File: config.mk
export PLATFORM = sky130hd
export DESIGN_NAME = snap_discovery_frame_parser
export DESIGN_NICKNAME = d
export VERILOG_FILES = /design/src/sv/sdfp_pkg.sv /design/src/sv/snap_discovery_frame_parser.sv /design/src/sv/sdfp_parse.sv /design/src/sv/sdfp_outq.sv
export SDC_FILE = /design/constraint.sdc
export NUM_CORES = 1
export LEC_CHECK = 0
export ABC_CLOCK_PERIOD_IN_PS = 7300
export BUFFER_PORTS_ARGS = -buffer_cell sky130_fd_sc_hd__buf_2
export CELL_PAD_IN_SITES_DETAIL_PLACEMENT = 0
export CELL_PAD_IN_SITES_GLOBAL_PLACEMENT = 1
export CORE_ASPECT_RATIO = 1.1
export CORE_MARGIN = 10
export CORE_UTILIZATION = 46
export CTS_BUF_LIST = sky130_fd_sc_hd__clkbuf_8 sky130_fd_sc_hd__clkbuf_16
export DETAILED_ROUTE_END_ITERATION = 6
export PLACE_DENSITY = 0.75
export SKIP_CTS_REPAIR_TIMING = 1
export SLEW_MARGIN = 20
export SYNTH_ARGS = -nofsm -noshare
export SYNTH_HDL_FRONTEND = slang
export SYNTH_SLANG_ARGS = --single-unit
File: constraint.sdc
create_clock -name clk -period 7.3 [get_ports clk]
set_clock_uncertainty 0.15 [all_clocks]
set_input_delay 2.19 -clock clk [delete_from_list [all_inputs] [get_ports clk]]
set_output_delay 2.19 -clock clk [all_outputs]
set_load 0.005 [all_outputs]
File: src/sv/sdfp_pkg.sv
// shared types, constants and header field table for the discovery frame parser
// no dependencies; used by every module of the block
package sdfp_pkg;

	// stream widths
	localparam int IN_W    = 8;
	localparam int TDATA_W = 88;
	localparam int TUSER_W = 2;

	// header is 26 bytes, destination through checksum
	localparam logic [4:0] HDR_BYTES = 5'd26;

	// bytes of the length field not counted in the payload
	localparam logic [15:0] LEN_OVERHEAD = 16'd12;

	// smallest legal entry: type and length only
	localparam logic [15:0] ENTRY_HDR_LEN = 16'd4;

	// header field numbers
	localparam logic [3:0] FLD_DEST     = 4'd0;
	localparam logic [3:0] FLD_SOURCE   = 4'd1;
	localparam logic [3:0] FLD_LENGTH   = 4'd2;
	localparam logic [3:0] FLD_DSAP     = 4'd3;
	localparam logic [3:0] FLD_SSAP     = 4'd4;
	localparam logic [3:0] FLD_CONTROL  = 4'd5;
	localparam logic [3:0] FLD_OUI      = 4'd6;
	localparam logic [3:0] FLD_PROTO    = 4'd7;
	localparam logic [3:0] FLD_VERSION  = 4'd8;
	localparam logic [3:0] FLD_TTL      = 4'd9;
	localparam logic [3:0] FLD_CHECKSUM = 4'd10;
	localparam logic [3:0] NO_FIELD     = 4'd15;

	// error codes
	localparam logic [3:0] ERR_SHORT = 4'd0;
	localparam logic [3:0] ERR_TRUNC = 4'd1;

	// record kinds
	typedef enum logic [1:0] {
		KIND_HDR   = 2'd0,
		KIND_ENTRY = 2'd1,
		KIND_VALUE = 2'd2,
		KIND_ERR   = 2'd3
	} sdfp_kind_t;

	// parse phases
	typedef enum logic [1:0] {
		PH_HEADER    = 2'd0,
		PH_ENTRY_HDR = 2'd1,
		PH_ENTRY_VAL = 2'd2,
		PH_IGNORE    = 2'd3
	} sdfp_phase_t;

	// one result record
	typedef struct packed {
		sdfp_kind_t  kind;
		logic [3:0]  id;
		logic [47:0] value;
		logic [15:0] etype;
		logic [15:0] elen;
		logic        done;
	} sdfp_rec_t;

	// records handed from the parser to the output queue in one cycle
	typedef struct packed {
		logic [1:0] cnt;
		sdfp_rec_t  first;
		sdfp_rec_t  second;
	} sdfp_push_t;

	// field that completes at a given header byte, NO_FIELD elsewhere
	function automatic logic [3:0] hdr_field_at(input logic [4:0] pos);
		logic [3:0] id;
		unique case (pos)
			5'd5:    id = FLD_DEST;
			5'd11:   id = FLD_SOURCE;
			5'd13:   id = FLD_LENGTH;
			5'd14:   id = FLD_DSAP;
			5'd15:   id = FLD_SSAP;
			5'd16:   id = FLD_CONTROL;
			5'd19:   id = FLD_OUI;
			5'd21:   id = FLD_PROTO;
			5'd22:   id = FLD_VERSION;
			5'd23:   id = FLD_TTL;
			5'd25:   id = FLD_CHECKSUM;
			default: id = NO_FIELD;
		endcase
		return id;
	endfunction

endpackage

File: src/sv/snap_discovery_frame_parser.sv
// top level of the discovery frame parser: input stage, parser and result queue
// depends on sdfp_pkg, sdfp_parse and sdfp_outq
//
// Usage:
//   s_* channel takes the captured frame one byte per request, starting at the
//   destination address; s_tlast marks the last captured byte of the frame.
//   m_* channel gives result records: header fields, entry headers, entry value
//   bytes and error records. m_tuser is the record kind, m_tlast marks the
//   record that ends the parse of the frame.
// Throughput: one byte per cycle unless the queue lacks room. A byte gives at most
//   two records; only a frame that ends before its payload is done gives two.
//   With m_tready held high the queue always has room for the waiting byte,
//   so s_tready stays high.
// Record path: a taken byte is held in the input register, then its records
//   are written into the result queue, whose head drives m_*.
// Reset: arst_n clears the parse state, the input register and the queue;
//   the block then expects the first byte of a frame. The last byte of every
//   frame also returns the parse state to that point.
// Stall: while m_tready is low the queue holds its records; once the queue
//   cannot take the records of the waiting byte, s_tready falls.
module snap_discovery_frame_parser import sdfp_pkg::*; (
	input  logic               clk,
	input  logic               arst_n,
	input  logic               s_tvalid,
	output logic               s_tready,
	input  logic [IN_W-1:0]    s_tdata,  // [7:0] data_byte
	input  logic               s_tlast,  // frame_end
	output logic               m_tvalid,
	input  logic               m_tready,
	output logic [TDATA_W-1:0] m_tdata,  // [3:0] field_id, [51:4] field_value,
	                                     // [67:52] entry_type, [83:68] entry_length
	output logic [TUSER_W-1:0] m_tuser,  // [1:0] record_kind
	output logic               m_tlast   // frame_done
);

	sdfp_push_t push;
	logic [1:0] room;
	sdfp_rec_t  head;

	sdfp_parse u_parse (
		.clk      (clk),
		.arst_n   (arst_n),
		.s_tvalid (s_tvalid),
		.s_tready (s_tready),
		.s_tdata  (s_tdata),
		.s_tlast  (s_tlast),
		.room     (room),
		.push     (push)
	);

	sdfp_outq u_outq (
		.clk        (clk),
		.arst_n     (arst_n),
		.push       (push),
		.room       (room),
		.head_valid (m_tvalid),
		.head_ready (m_tready),
		.head       (head)
	);

	// pack the head record onto the stream
	assign m_tdata = {4'd0, head.elen, head.etype, head.value, head.id};
	assign m_tuser = head.kind;
	assign m_tlast = head.done;

endmodule

File: src/sv/sdfp_parse.sv
// input register, parse state and per-byte record generation
// depends on sdfp_pkg; feeds sdfp_outq through an sdfp_push_t bundle
module sdfp_parse import sdfp_pkg::*; (
	input  logic             clk,
	input  logic             arst_n,
	input  logic             s_tvalid,
	output logic             s_tready,
	input  logic [IN_W-1:0]  s_tdata,   // [7:0] data_byte
	input  logic             s_tlast,   // frame_end
	input  logic [1:0]       room,
	output sdfp_push_t       push
);

	// input register
	logic             v_s1;
	logic [IN_W-1:0]  byte_s1;
	logic             last_s1;

	// parse state
	sdfp_phase_t phase_q;
	logic [4:0]  bpos_q;
	logic [47:0] acc_q;
	logic [15:0] length_q;
	logic [15:0] ppos_q;
	logic [15:0] type_q;
	logic [15:0] clen_q;
	logic [15:0] ebc_q;

	// next state
	sdfp_phase_t phase_step, phase_d;
	logic [4:0]  bpos_d;
	logic [47:0] acc_d;
	logic [15:0] length_d, ppos_d, type_step, clen_step, type_d, clen_d, ebc_d;

	// shared terms
	logic [47:0] acc_new;
	logic [3:0]  fid;
	logic [15:0] ppos_inc, ebc_inc, clen_new;
	logic        pay_done, short_payload;

	// records
	sdfp_rec_t rec_a, rec_b;
	logic      a_v, b_v;
	logic [1:0] n_rec;
	logic      go;

	// terms used by both next state and records
	always_comb begin
		acc_new       = {acc_q[39:0], byte_s1};
		fid           = hdr_field_at(bpos_q);
		ppos_inc      = (ppos_q == 16'hFFFF) ? ppos_q : ppos_q + 16'd1;
		ebc_inc       = ebc_q + 16'd1;
		clen_new      = {clen_q[7:0], byte_s1};
		pay_done      = ppos_inc >= (length_q - LEN_OVERHEAD);
		short_payload = length_q <= LEN_OVERHEAD;
	end

	// next state
	always_comb begin
		phase_step = phase_q;
		bpos_d     = bpos_q;
		acc_d      = acc_q;
		length_d   = length_q;
		ppos_d     = ppos_q;
		type_step  = type_q;
		clen_step  = clen_q;
		ebc_d      = ebc_q;
		unique case (phase_q)
			PH_HEADER: begin
				acc_d = acc_new;
				if (bpos_q != HDR_BYTES) begin
					bpos_d = bpos_q + 5'd1;
				end
				if (fid != NO_FIELD) begin
					acc_d = '0;
					if (fid == FLD_LENGTH) begin
						length_d = acc_new[15:0];
					end
					if (fid == FLD_CHECKSUM) begin
						if (short_payload) begin
							phase_step = PH_IGNORE;
						end else begin
							phase_step = PH_ENTRY_HDR;
							ppos_d     = '0;
							ebc_d      = '0;
						end
					end
				end
			end
			PH_ENTRY_HDR: begin
				ppos_d = ppos_inc;
				ebc_d  = ebc_inc;
				case (ebc_q)
					16'd0:   type_step = {8'd0, byte_s1};
					16'd1:   type_step = {type_q[7:0], byte_s1};
					16'd2:   clen_step = {8'd0, byte_s1};
					default: clen_step = clen_new;
				endcase
				if (ebc_q >= 16'd3) begin
					if (clen_new < ENTRY_HDR_LEN) begin
						phase_step = PH_IGNORE;
					end else if (clen_new == ENTRY_HDR_LEN) begin
						ebc_d      = '0;
						phase_step = pay_done ? PH_IGNORE : PH_ENTRY_HDR;
					end else begin
						phase_step = PH_ENTRY_VAL;
					end
				end
			end
			PH_ENTRY_VAL: begin
				ppos_d = ppos_inc;
				ebc_d  = ebc_inc;
				if (ebc_inc >= clen_q) begin
					ebc_d      = '0;
					phase_step = pay_done ? PH_IGNORE : PH_ENTRY_HDR;
				end
			end
			PH_IGNORE: begin
			end
			default: begin
			end
		endcase
		// frame end returns everything to the reset state
		phase_d = phase_step;
		type_d  = type_step;
		clen_d  = clen_step;
		if (last_s1) begin
			phase_d  = PH_HEADER;
			bpos_d   = '0;
			acc_d    = '0;
			length_d = '0;
			ppos_d   = '0;
			type_d   = '0;
			clen_d   = '0;
			ebc_d    = '0;
		end
	end

	// records for this byte
	always_comb begin
		rec_a = '0;
		a_v   = 1'b0;
		unique case (phase_q)
			PH_HEADER: begin
				if (fid != NO_FIELD) begin
					a_v         = 1'b1;
					rec_a.kind  = KIND_HDR;
					rec_a.id    = fid;
					rec_a.value = acc_new;
					rec_a.done  = (fid == FLD_CHECKSUM) && short_payload;
				end
			end
			PH_ENTRY_HDR: begin
				if (ebc_q >= 16'd3) begin
					a_v         = 1'b1;
					rec_a.etype = type_q;
					rec_a.elen  = clen_new;
					if (clen_new < ENTRY_HDR_LEN) begin
						rec_a.kind = KIND_ERR;
						rec_a.id   = ERR_SHORT;
						rec_a.done = 1'b1;
					end else begin
						rec_a.kind = KIND_ENTRY;
						rec_a.done = (clen_new == ENTRY_HDR_LEN) && pay_done;
					end
				end
			end
			PH_ENTRY_VAL: begin
				a_v         = 1'b1;
				rec_a.kind  = KIND_VALUE;
				rec_a.value = {40'd0, byte_s1};
				rec_a.etype = type_q;
				rec_a.elen  = clen_q;
				rec_a.done  = (ebc_inc >= clen_q) && pay_done;
			end
			PH_IGNORE: begin
			end
			default: begin
			end
		endcase
		// truncated frame
		b_v        = last_s1 && (phase_step != PH_IGNORE);
		rec_b      = '0;
		rec_b.kind = KIND_ERR;
		rec_b.id   = ERR_TRUNC;
		rec_b.etype = type_step;
		rec_b.elen = clen_step;
		rec_b.done = 1'b1;
	end

	// hand-off to the queue when it has room for every record of this byte
	always_comb begin
		n_rec       = {1'b0, a_v} + {1'b0, b_v};
		go          = v_s1 && (n_rec <= room);
		s_tready    = !v_s1 || go;
		push.cnt    = go ? n_rec : 2'd0;
		push.first  = a_v ? rec_a : rec_b;
		push.second = rec_b;
	end

	// input register
	always_ff @(posedge clk or negedge arst_n) begin
		if (!arst_n) begin
			v_s1 <= 1'b0;
		end else if (s_tvalid && s_tready) begin
			v_s1 <= 1'b1;
		end else if (go) begin
			v_s1 <= 1'b0;
		end
	end

	always_ff @(posedge clk) begin
		if (s_tvalid && s_tready) begin
			byte_s1 <= s_tdata;
			last_s1 <= s_tlast;
		end
	end

	// parse state
	always_ff @(posedge clk or negedge arst_n) begin
		if (!arst_n) begin
			phase_q  <= PH_HEADER;
			bpos_q   <= '0;
			acc_q    <= '0;
			length_q <= '0;
			ppos_q   <= '0;
			type_q   <= '0;
			clen_q   <= '0;
			ebc_q    <= '0;
		end else if (go) begin
			phase_q  <= phase_d;
			bpos_q   <= bpos_d;
			acc_q    <= acc_d;
			length_q <= length_d;
			ppos_q   <= ppos_d;
			type_q   <= type_d;
			clen_q   <= clen_d;
			ebc_q    <= ebc_d;
		end
	end

endmodule

File: src/sv/sdfp_outq.sv
// two-entry result queue, takes up to two records a cycle, presents the head
// depends on sdfp_pkg
module sdfp_outq import sdfp_pkg::*; (
	input  logic        clk,
	input  logic        arst_n,
	input  sdfp_push_t  push,
	output logic [1:0]  room,
	output logic        head_valid,
	input  logic        head_ready,
	output sdfp_rec_t   head
);

	logic [1:0] cnt_q;
	sdfp_rec_t  e0_q, e1_q;
	logic       pop;
	logic [1:0] cnt_pop;
	sdfp_rec_t  kept0;

	// occupancy after this cycle's pop
	always_comb begin
		pop        = (cnt_q != 2'd0) && head_ready;
		cnt_pop    = cnt_q - {1'b0, pop};
		room       = 2'd2 - cnt_pop;
		kept0      = pop ? e1_q : e0_q;
		head_valid = cnt_q != 2'd0;
		head       = e0_q;
	end

	always_ff @(posedge clk or negedge arst_n) begin
		if (!arst_n) begin
			cnt_q <= '0;
		end else begin
			cnt_q <= cnt_pop + push.cnt;
		end
	end

	// shift down on pop, append behind what is kept
	always_ff @(posedge clk) begin
		if (cnt_pop == 2'd0) begin
			e0_q <= push.first;
			e1_q <= push.second;
		end else if (cnt_pop == 2'd1) begin
			e0_q <= kept0;
			e1_q <= push.first;
		end
	end

endmodule

### Word level (Yosys, flattened, before mapping)

Memory sizes are Yosys's and may differ from the RTL's.
Index checks and enable logic that the tools add are counted.

* magnitude comparators: 6
* add/sub/neg operators: 8
* muxes and demuxes: 61
* reductions and logical operators: 30
* equal/unequal tests: 15

Operator list (count)
* 2-to-1 mux 87 bit: 4
* 2-to-1 mux 16 bit: 18
* 2-to-1 mux 40 bit: 3
* 2-to-1 mux 33 bit: 3
* case mux 16 bit (2 select lines): 3
* case mux 48 bit (2 select lines): 1
* case mux 32 bit (2 select lines): 1
* 2-to-1 mux 52 bit: 1
* case mux 16 bit (3 select lines): 1
* adder 16 x 1 -> 16 bit (second input constant): 2
* greater-or-equal comparator 16 bit: 2
* 2-to-1 mux 2 bit: 11
* == test 16 x 1 -> 1 bit (second input constant): 1
* == test 16 bit (second input constant): 1
* == test 16 x 2 -> 1 bit (second input constant): 1
* == test 16 x 3 -> 1 bit (second input constant): 1
* greater-or-equal comparator 16 x 2 -> 1 bit (second input constant): 1
* less-or-equal comparator 16 x 4 -> 1 bit (second input constant): 1
* zero test 16 bit: 1
* less-than comparator 16 x 3 -> 1 bit (second input constant): 1
* nonzero test 2 bit: 8
* subtractor 16 x 4 -> 16 bit (second input constant): 1
* 2-to-1 mux 5 bit: 3
* case mux 2 bit (3 select lines): 2
* other kinds (30): 48

* input bits: 13
* memory bits (read-only): 128
* memories: 1
* register bits after elaboration: 313
* logic and storage cells: 145

Memories
* (name not given): words 32, width 4, rd ports 1, clocked after Yosys merged registers in 0, write ports 0, RTL line sdfp_pkg.sv:73 `unique case (pos)`

### Longest topological paths before layout

Gate-level depths: netlist of the first run.

* depth after elaboration: 16
* depth in mapped cells: 26
* gate-level depth less buffers: 24

### Modules after synthesis

From an unflattened synthesis of the first run, not the netlist that was laid out.

* cells, all modules: 1485
* area, all modules: 17252.8 um^2

Modules (own cells, without submodules)
* sdfp_parse: seq. area each 3473.3 um^2, instances 1, cells each 1089, area an instance 9590.4 um^2
* sdfp_outq: seq. area each 5275.1 um^2, instances 1, cells each 391, area an instance 7628.6 um^2
* snap_discovery_frame_parser: seq. area each 0.0 um^2, instances 1, cells each 5, area an instance 33.8 um^2

### Least setup slack after synthesis of the first run

No wires, ideal clock.

* kind: reg2out
* start point: reg u_parse.ppos_q[4]
* end point: out s_tready
* arrival time: 4.316 ns
* setup slack: 0.644 ns
* cell stages (with the launch flop): 20
* required time: 4.960 ns
* cells stage by stage: dfrtp_1 > and4_1 > nand4_1 > or4_1 > clkbuf_1 > xnor2_1 > ha_1 > nand2b_1 > a2111oi_0 > nand3b_1 > nand3_1 > a21oi_1 > a31oi_1 > a221oi_1 > ha_1 > ha_1 > nor2b_1 > o21ai_0 > inv_1 > nand2_1

* word-level cells in the longest chain between the ends: 14

RTL lines
* start: declaration: RTL line sdfp_parse.sv:24 `logic [15:0] ppos_q;`
* start signal: assignment: RTL line sdfp_parse.sv:235 `ppos_q <= ppos_d;`
* adder 16 x 1 -> 16 bit or == test 16 bit (tied branches): RTL line sdfp_parse.sv:51 `ppos_inc = (ppos_q == 16'hFFFF) ? ppos_q : ppos_q + 16'd1;`
* 2-to-1 mux 16 bit (*): RTL line sdfp_parse.sv:51
* greater-or-equal comparator 16 bit (*): RTL line sdfp_parse.sv:54 `pay_done = ppos_inc >= (length_q - LEN_OVERHEAD);`
* 2-to-1 mux 2 bit (*): RTL line sdfp_parse.sv:104, sdfp_parse.sv:115
* 2-to-1 mux 2 bit: RTL line sdfp_parse.sv:102 `end else if (clen_new == ENTRY_HDR_LEN) begin`
* 2-to-1 mux 2 bit: RTL line sdfp_parse.sv:100 `if (clen_new < ENTRY_HDR_LEN) begin`
* 2-to-1 mux 2 bit: RTL line sdfp_parse.sv:99 `if (ebc_q >= 16'd3) begin`
* case mux 2 bit (3 select lines) (*): RTL line sdfp_parse.sv:68 `unique case (phase_q)`
* inequality test 2 bit (*): RTL line sdfp_parse.sv:182 `b_v = last_s1 && (phase_step != PH_IGNORE);`
* logical AND 1 bit (*): RTL line sdfp_parse.sv:182
* adder 1 x 1 -> 2 bit (*): RTL line sdfp_parse.sv:193 `n_rec = {1'b0, a_v} + {1'b0, b_v};`
* less-or-equal comparator 2 bit (*): RTL line sdfp_parse.sv:194 `go = v_s1 && (n_rec <= room);`
* logical AND 1 bit (*): RTL line sdfp_parse.sv:194
* logical OR 1 bit (*): RTL line sdfp_parse.sv:195 `s_tready = !v_s1 || go;`
* end: declaration: RTL line snap_discovery_frame_parser.sv:25 `output logic s_tready,`

Every way passes the cells marked *; elsewhere a longest branch is shown, timed or not.

### Worst setup path after layout of the first run

* start point: reg u_parse.ppos_q[5]
* end point: out s_tready

Same word-level chain as after synthesis.

==> flow_metrics.py, run 1 <==
metrics = {
    "run_status": {
        "status": "finished, final reports clean",
    },
    "critical_path": {
        "cp_data_arrival_time_ns": 4.79,
        "cp-end-kind": "output pin",
        "r2r_cells": 24,
        "start_kind": "flip-flop",
        "reg2reg_to": "u_parse.bpos_q[4]",
        "worst-path-max-fanout": 6,
        "worstReg2RegStart": "u_parse.ppos_q[5]",
        "crit_required_ns": 4.96,
        "critical_path_class": "flip-flop to output pin",
        "r2r_slack_ns": 1.45,
    },
    "cells_and_area": {
        "fin_nets": 1553,
        "syn2layout_area_growth_pct": 16.1,
        "insertedDiodeCount": 0,
        "drive_above_1_share": 0.188,
        "final_cell_mix": "a22o_1 (177), edfxtp_1 (128), dfrtp_1 (126)",
        "final_common_cell": "a22o_1",
        "fin_util": 0.540,
    },
    "sta": {
        "hold_viol": 0,
        "worst_pin_slew_ns": 1.17,
        "finalSetupViolations": 0,
        "whs_ns": 0.331,
        "period_needed_ns": 7.13,
        "finalCritPeriodShare": 0.977,
        "max_slew_margin": 0.218,
        "max_freq_ghz": 0.140,
        "maxSlewViolCount": 0,
    },
    "placed_design": {
        "port_buffers": 101,
        "place_hpwl_um": 26000,
        "place_congestion": 0.871,
    },
    "detailed_routing": {
        "wl_per_cell_um": 20.9,
        "vias_per_cell": 6.03,
        "vias": 11700,
        "drt-pass1-iter-count": 5,
        "ant_nets": 0,
        "drt_iter0_drc": 1034,
        "drc": 0,
        "wirelength_um": 40700,
    },
    "cts": {
        "insertion_delay_ns": 0.53,
        "cts_tree": "done",
        "numCtsBuffers": 35,
        "cts_max_level": 2,
        "cts_root_buf": "clkbuf_16",
        "path_clk_slew_ns": 0.06,
        "cts.sinks": 313,
        "clock_path_buffers": 3,
    },
    "synthesis": {
        "syn_area_per_cell_um2": 11.0,
        "synth_top_family_by_area": "compound AO/OA/AOI/OAI gates",
        "synthMuxAreaShare": 0.000731,
        "synth-compound-area-share": 0.240,
        "synth.cell_area_um2": 15400,
        "synth_fa_ha_area_frac": 0.0439,
        "seq_area_frac_synth": 0.532,
        "synth-edff-count": 128,
        "yosysWarningCount": 0,
        "synthArstFlopShare": 0.415,
        "synthCells": 1403,
        "ys_types": 74,
        "ys_ff_latch": 313,
        "synth_xor_area_frac": 0.0233,
        "synth_ff_type": "dfrtp_1",
        "synth_simple_gate_area_frac": 0.117,
    },
    "grt": {
        "grt_max_degree": 88,
        "met1_usage": 0.262,
        "antenna_found_initial": 0,
        "grt_pass1_vias": 11300,
        "busiest_layer": "met2",
        "use_met3": 0.0359,
        "track_usage": 0.190,
        "overflow": 0,
        "grt_pass1_wl_um": 64200,
        "met2_usage": 0.297,
    },
    "floorplanning": {
        "pin_count": 106,
        "start_util": 0.465,
        "die_w_um": 194,
        "die-height_um": 212,
        "coreArea_um2": 33100,
        "fp-row-count": 70,
        "die_area_um2": 41200,
    },
    "min_path": {
        "min_path_cells": 1,
        "holdPathEnd": "u_outq.e1_q[54]",
        "holdCritPathClass": "flip-flop to flip-flop",
        "hold_path_startpoint": "u_outq.e1_q[54]",
    },
    "power_and_ir_drop": {
        "vdd_ir_drop_max_mv": 0.435,
        "finalPower_mw": 7.88,
        "p_leak_nw": 7.31,
        "power.density_nw_per_um2": 441,
    },
    "run": {
        "max_cap_violations": 0,
    },
}
-- cell usage after synthesis, types with 4 or more instances --
cell type  number  share of area
a22o_1        177           0.10
dfrtp_1       130           0.21
edfxtp_1      128           0.25
nand2_1       102          0.025
clkbuf_1       80          0.020
nor2_1         74          0.018
o21ai_0        67          0.022
dfxtp_1        55          0.072
ha_1           54          0.044
inv_1          48          0.012
a21oi_1        47          0.015
nand3_1        37          0.012
a31oi_1        34          0.014
a22oi_1        25          0.012
xnor2_1        25          0.014
nor2b_1        24         0.0098
a32oi_1        22          0.013
nor3_1         22         0.0072
o311ai_0       21          0.012
and3_1         18         0.0073
buf_2          18         0.0059
xor2_1         16         0.0091
nand3b_1       13         0.0063
a31o_1         12         0.0068
a21o_1          9         0.0044
a221o_1         9         0.0059
or3_1           9         0.0037
nand2b_1        8         0.0033
nand4_1         8         0.0033
a32o_1          7         0.0046
and2_1          7         0.0028
o221ai_1        7         0.0040
buf_4           6         0.0029
o31ai_1         6         0.0029
nor4_1          5         0.0020
a211oi_1        4         0.0020
a221oi_1        4         0.0023
a31o_2          4         0.0023
nor4_4          4         0.0055
o211ai_1        4         0.0020
-- worst max-delay path by stage --
| stage | depth (start not counted) | end | from |
|---|---|---|---|
| floorplan | 19 | s_tready | u_parse.ppos_q[4] |
| global placement | 19 | s_tready | u_parse.ppos_q[5] |
| detailed placement | 19 | s_tready | u_parse.ppos_q[5] |
| CTS | 19 | s_tready | u_parse.ppos_q[5] |
| global route | 22 | s_tready | u_parse.ppos_q[6] |
| finish | 20 | s_tready | u_parse.ppos_q[5] |
-- worst max-delay path: stages, from the launching register on --
cell and delay (ns):
dfrtp_1 0.38, and4_4 0.26, nand4_1 0.14, buf_6 0.17
or4_4 0.48, xnor2_2 0.17, ha_1 0.28, nand2b_4 0.15
a2111oi_4 0.28, nand3b_1 0.17, nand3b_1 0.13, o211ai_1 0.22
a31oi_2 0.16, a221oi_2 0.27, ha_2 0.24, ha_4 0.21
nor2b_1 0.13, o21ai_2 0.17, inv_1 0.07, nand2_2 0.08
buf_6 0.10
-- metal layers --
layer / vias up / share of wire
met3: 65 / 0.066
li1: 5566 / -
met4: 0 / 0.022
met2: 365 / 0.46
met5: - / 0
met1: 5731 / 0.45
-- area by class of cell --
type	instances	area, um2
repair buffers	152	908
fillers	2876	15200
clock inverters	23	169
well taps	432	541
flip-flops and latches	313	8200
inverters	50	188
multi-input cells	934	6880
clock buffers	41	981
-- power breakdown --
group	internal (mW)	leakage [nW]	total (mW)	switching, mW
registers	2.61	3.48	2.95	0.341
clock network	1.03	0.594	1.75	0.715
logic	0.940	3.24	3.18	2.24
-- state kept, by name, summed over array words and instances, names as in the netlist --
signal            cells
u_outq.cnt_q          2
u_outq.e1_q          87
u_outq.head          87
u_parse.acc_q        40
u_parse.bpos_q        5
u_parse.byte_s1       8
u_parse.clen_q       16
u_parse.ebc_q        16
u_parse.last_s1       1
u_parse.length_q     16
u_parse.phase_q       2
u_parse.ppos_q       16
u_parse.type_q       16
u_parse.v_s1          1
-- logic make-up (layout without fill, tap and decap cells) --
logic type,after synthesis,count (layout)
adder cells (fa/ha/maj),54,54
multiplexers,1,1
other,1,4
AO/OA/AOI/OAI,485,485
XOR/XNOR,41,41
buffers and inverters,159,266
AND/OR/NAND/NOR,349,349
flip-flops,313,313
-- stage by stage --
step / std cells / setup TNS (ns) / setup WS [ns] / instance area, um2
after global placement: 1865 / 0 / 0.201 / 16300
after global routing: 1945 / -0.0574 / -0.0574 / 17900
after detailed placement: 1865 / 0 / 0.108 / 16300
after CTS: 1929 / -0.456 / -0.456 / 17500
final: 1945 / 0 / 0.171 / 17900
after floorplan: 1406 / 0 / 0.644 / 15400
Note: power is estimated with default switching activity, not from simulation.
==> inputs of run 2 (changes only) <==
--- a/config.mk
+++ b/config.mk
@@ -14,7 +14,7 @@
 export CORE_UTILIZATION = 46
 export CTS_BUF_LIST = sky130_fd_sc_hd__clkbuf_8 sky130_fd_sc_hd__clkbuf_16
 export DETAILED_ROUTE_END_ITERATION = 6
-export PLACE_DENSITY = 0.75
+export PLACE_DENSITY = 0.79
 export SKIP_CTS_REPAIR_TIMING = 1
 export SLEW_MARGIN = 20
 export SYNTH_ARGS = -nofsm -noshare
==> run 2 against run 1 <==
  * Clock-buffer cell count is 6 lower
  * Die area stayed put
  * Total power is 0.33% higher
  * Global-route usage is 0.24 points lower
  * Via count is 0.96% higher
  * Combinational power hardly changed
  * Routed wire length is 0.87% lower
  * Hold slack worse by 0.0012 ns
  * First-iteration DRC count is 1.6% lower
  * Fmax is 1.1% lower
  * Largest power group unchanged
  * Cell count is 0.36% higher
==> flow_metrics.py, run 2 (same netlist as run 1, synthesis figures left out) <==
metrics = {
    "run_status": {
        "status": "finished, final reports clean",
    },
    "cells_and_area": {
        "final_common_cell": "a22o_1",
        "fin_util": 0.542,
        "final_area_um2": 18000,
        "multi_input_area_um2": 6890,
        "final_cell_mix": "a22o_1 (177), edfxtp_1 (128), dfrtp_1 (126)",
        "fin_nets": 1562,
        "syn2layout_area_growth_pct": 16.6,
        "regArea_um2": 8200,
        "fillers": 2901,
        "insertedDiodeCount": 0,
        "stdcell_count": 1952,
        "drive_above_1_share": 0.191,
    },
    "floorplanning": {
        "fp-row-count": 70,
        "die_area_um2": 41200,
        "die-height_um": 212,
        "coreArea_um2": 33100,
        "pin_count": 106,
        "die_w_um": 194,
        "start_util": 0.465,
    },
    "grt": {
        "track_usage": 0.187,
        "grt_max_degree": 92,
        "grt_pass1_wl_um": 63600,
        "antenna_found_initial": 0,
        "overflow": 0,
        "grt_pass1_vias": 11200,
    },
    "detailed_routing": {
        "drt_iter0_drc": 1017,
        "wl_per_cell_um": 20.7,
        "vias": 11800,
        "drc": 0,
        "ant_nets": 0,
        "wirelength_um": 40300,
        "vias_per_cell": 6.07,
        "drt-pass1-iter-count": 7,
    },
    "critical_path": {
        "cp_data_arrival_time_ns": 4.87,
        "cp-end-kind": "output pin",
        "worst-path-max-fanout": 6,
        "critical_path_class": "flip-flop to output pin",
        "start_kind": "flip-flop",
        "crit_required_ns": 4.96,
    },
    "sta": {
        "max_slew_margin": 0.288,
        "maxSlewViolCount": 0,
        "setup_ws_ns": 0.0895,
        "finalSetupViolations": 0,
        "max_freq_ghz": 0.139,
        "finalCritPeriodShare": 0.988,
        "worst_pin_slew_ns": 1.06,
        "hold_viol": 0,
        "period_needed_ns": 7.21,
    },
    "power_and_ir_drop": {
        "power.density_nw_per_um2": 440,
        "vdd_ir_drop_max_mv": 0.473,
        "finalPower_mw": 7.91,
        "p_leak_nw": 7.35,
    },
    "run": {
        "max_cap_violations": 0,
    },
    "cts": {
        "numCtsBuffers": 34,
        "clock_path_buffers": 3,
        "cts.sinks": 313,
        "insertion_delay_ns": 0.53,
        "path_clk_slew_ns": 0.07,
        "cts_tree": "done",
        "cts_max_level": 2,
        "cts_root_buf": "clkbuf_16",
    },
    "placed_design": {
        "place_area_um2": 16300,
        "place_hpwl_um": 25700,
        "port_buffers": 101,
        "dp.cells": 1865,
        "dp_slack_ns": 0.0916,
        "place_congestion": 0.894,
    },
    "min_path": {
        "holdCritPathClass": "flip-flop to flip-flop",
    },
}
==> run 2: per-layer routing <==
metal	up-vias	share of wire	track usage
met5	-	0	0
met4	0	0.022	0.0552
met3	64	0.055	0.0290
met2	346	0.46	0.290
met1	5863	0.47	0.266
li1	5567	-	-
==> run 2: final timing paths <==
path / startpoint / to / slack [ns] / depth (start not counted)
setup / recovery: u_parse.ebc_q[0] / s_tready / 0.09 / 20
hold / removal: u_outq.e1_q[62] / u_outq.e1_q[62] / 0.33 / 1
setup reg to reg: u_parse.ebc_q[0] / u_parse.acc_q[30] / 1.33 / 23
hold reg to reg: u_outq.e1_q[62] / u_outq.e1_q[62] / 0.33 / 1
max in group asynchronous: arst_n / u_parse.ebc_q[3] / 4.23 / 2
min in group asynchronous: arst_n / u_parse.type_q[6] / 1.57 / 1
==> run 2: cell type report <==
cell class	instances	area share
well taps	432	0.0301
clock buffers	35	0.0488
clock inverters	26	0.0155
inverters	50	0.0105
flip-flops and latches	313	0.457
multi-input cells	934	0.384
repair buffers	162	0.0542
==> run 2: worst max-delay path, cell delays in order, from the launching register on <==
cell and delay, ns:
dfrtp_2 0.46, ha_4 0.19, and3_1 0.19, and3_2 0.24
and3_4 0.20, and3_2 0.22, and3_4 0.19, xnor2_1 0.12
ha_1 0.28, a21o_1 0.16, a21o_1 0.21, o211ai_1 0.37
a31oi_2 0.16, a221oi_2 0.30, ha_2 0.26, ha_4 0.21
nor2b_2 0.15, o21ai_2 0.16, inv_1 0.07, nand2_2 0.07
buf_2 0.11
==> run 2: metrics by stage <==
| step | hold slack (ns) | setup TNS [ns] |
|---|---|---|
| after floorplan | 0.300 | 0 |
| after global placement | 0.311 | 0 |
| after detailed placement | 0.315 | 0 |
| after CTS | 0.332 | -0.499 |
| after global routing | 0.341 | -0.101 |
| final | 0.329 | 0 |
==> run 2: power by group <==
| group | switching, mW | internal, mW | total [mW] |
|---|---|---|---|
| logic | 2.23 | 0.939 | 3.17 |
| registers | 0.329 | 2.62 | 2.94 |
| clock network | 0.707 | 1.08 | 1.79 |
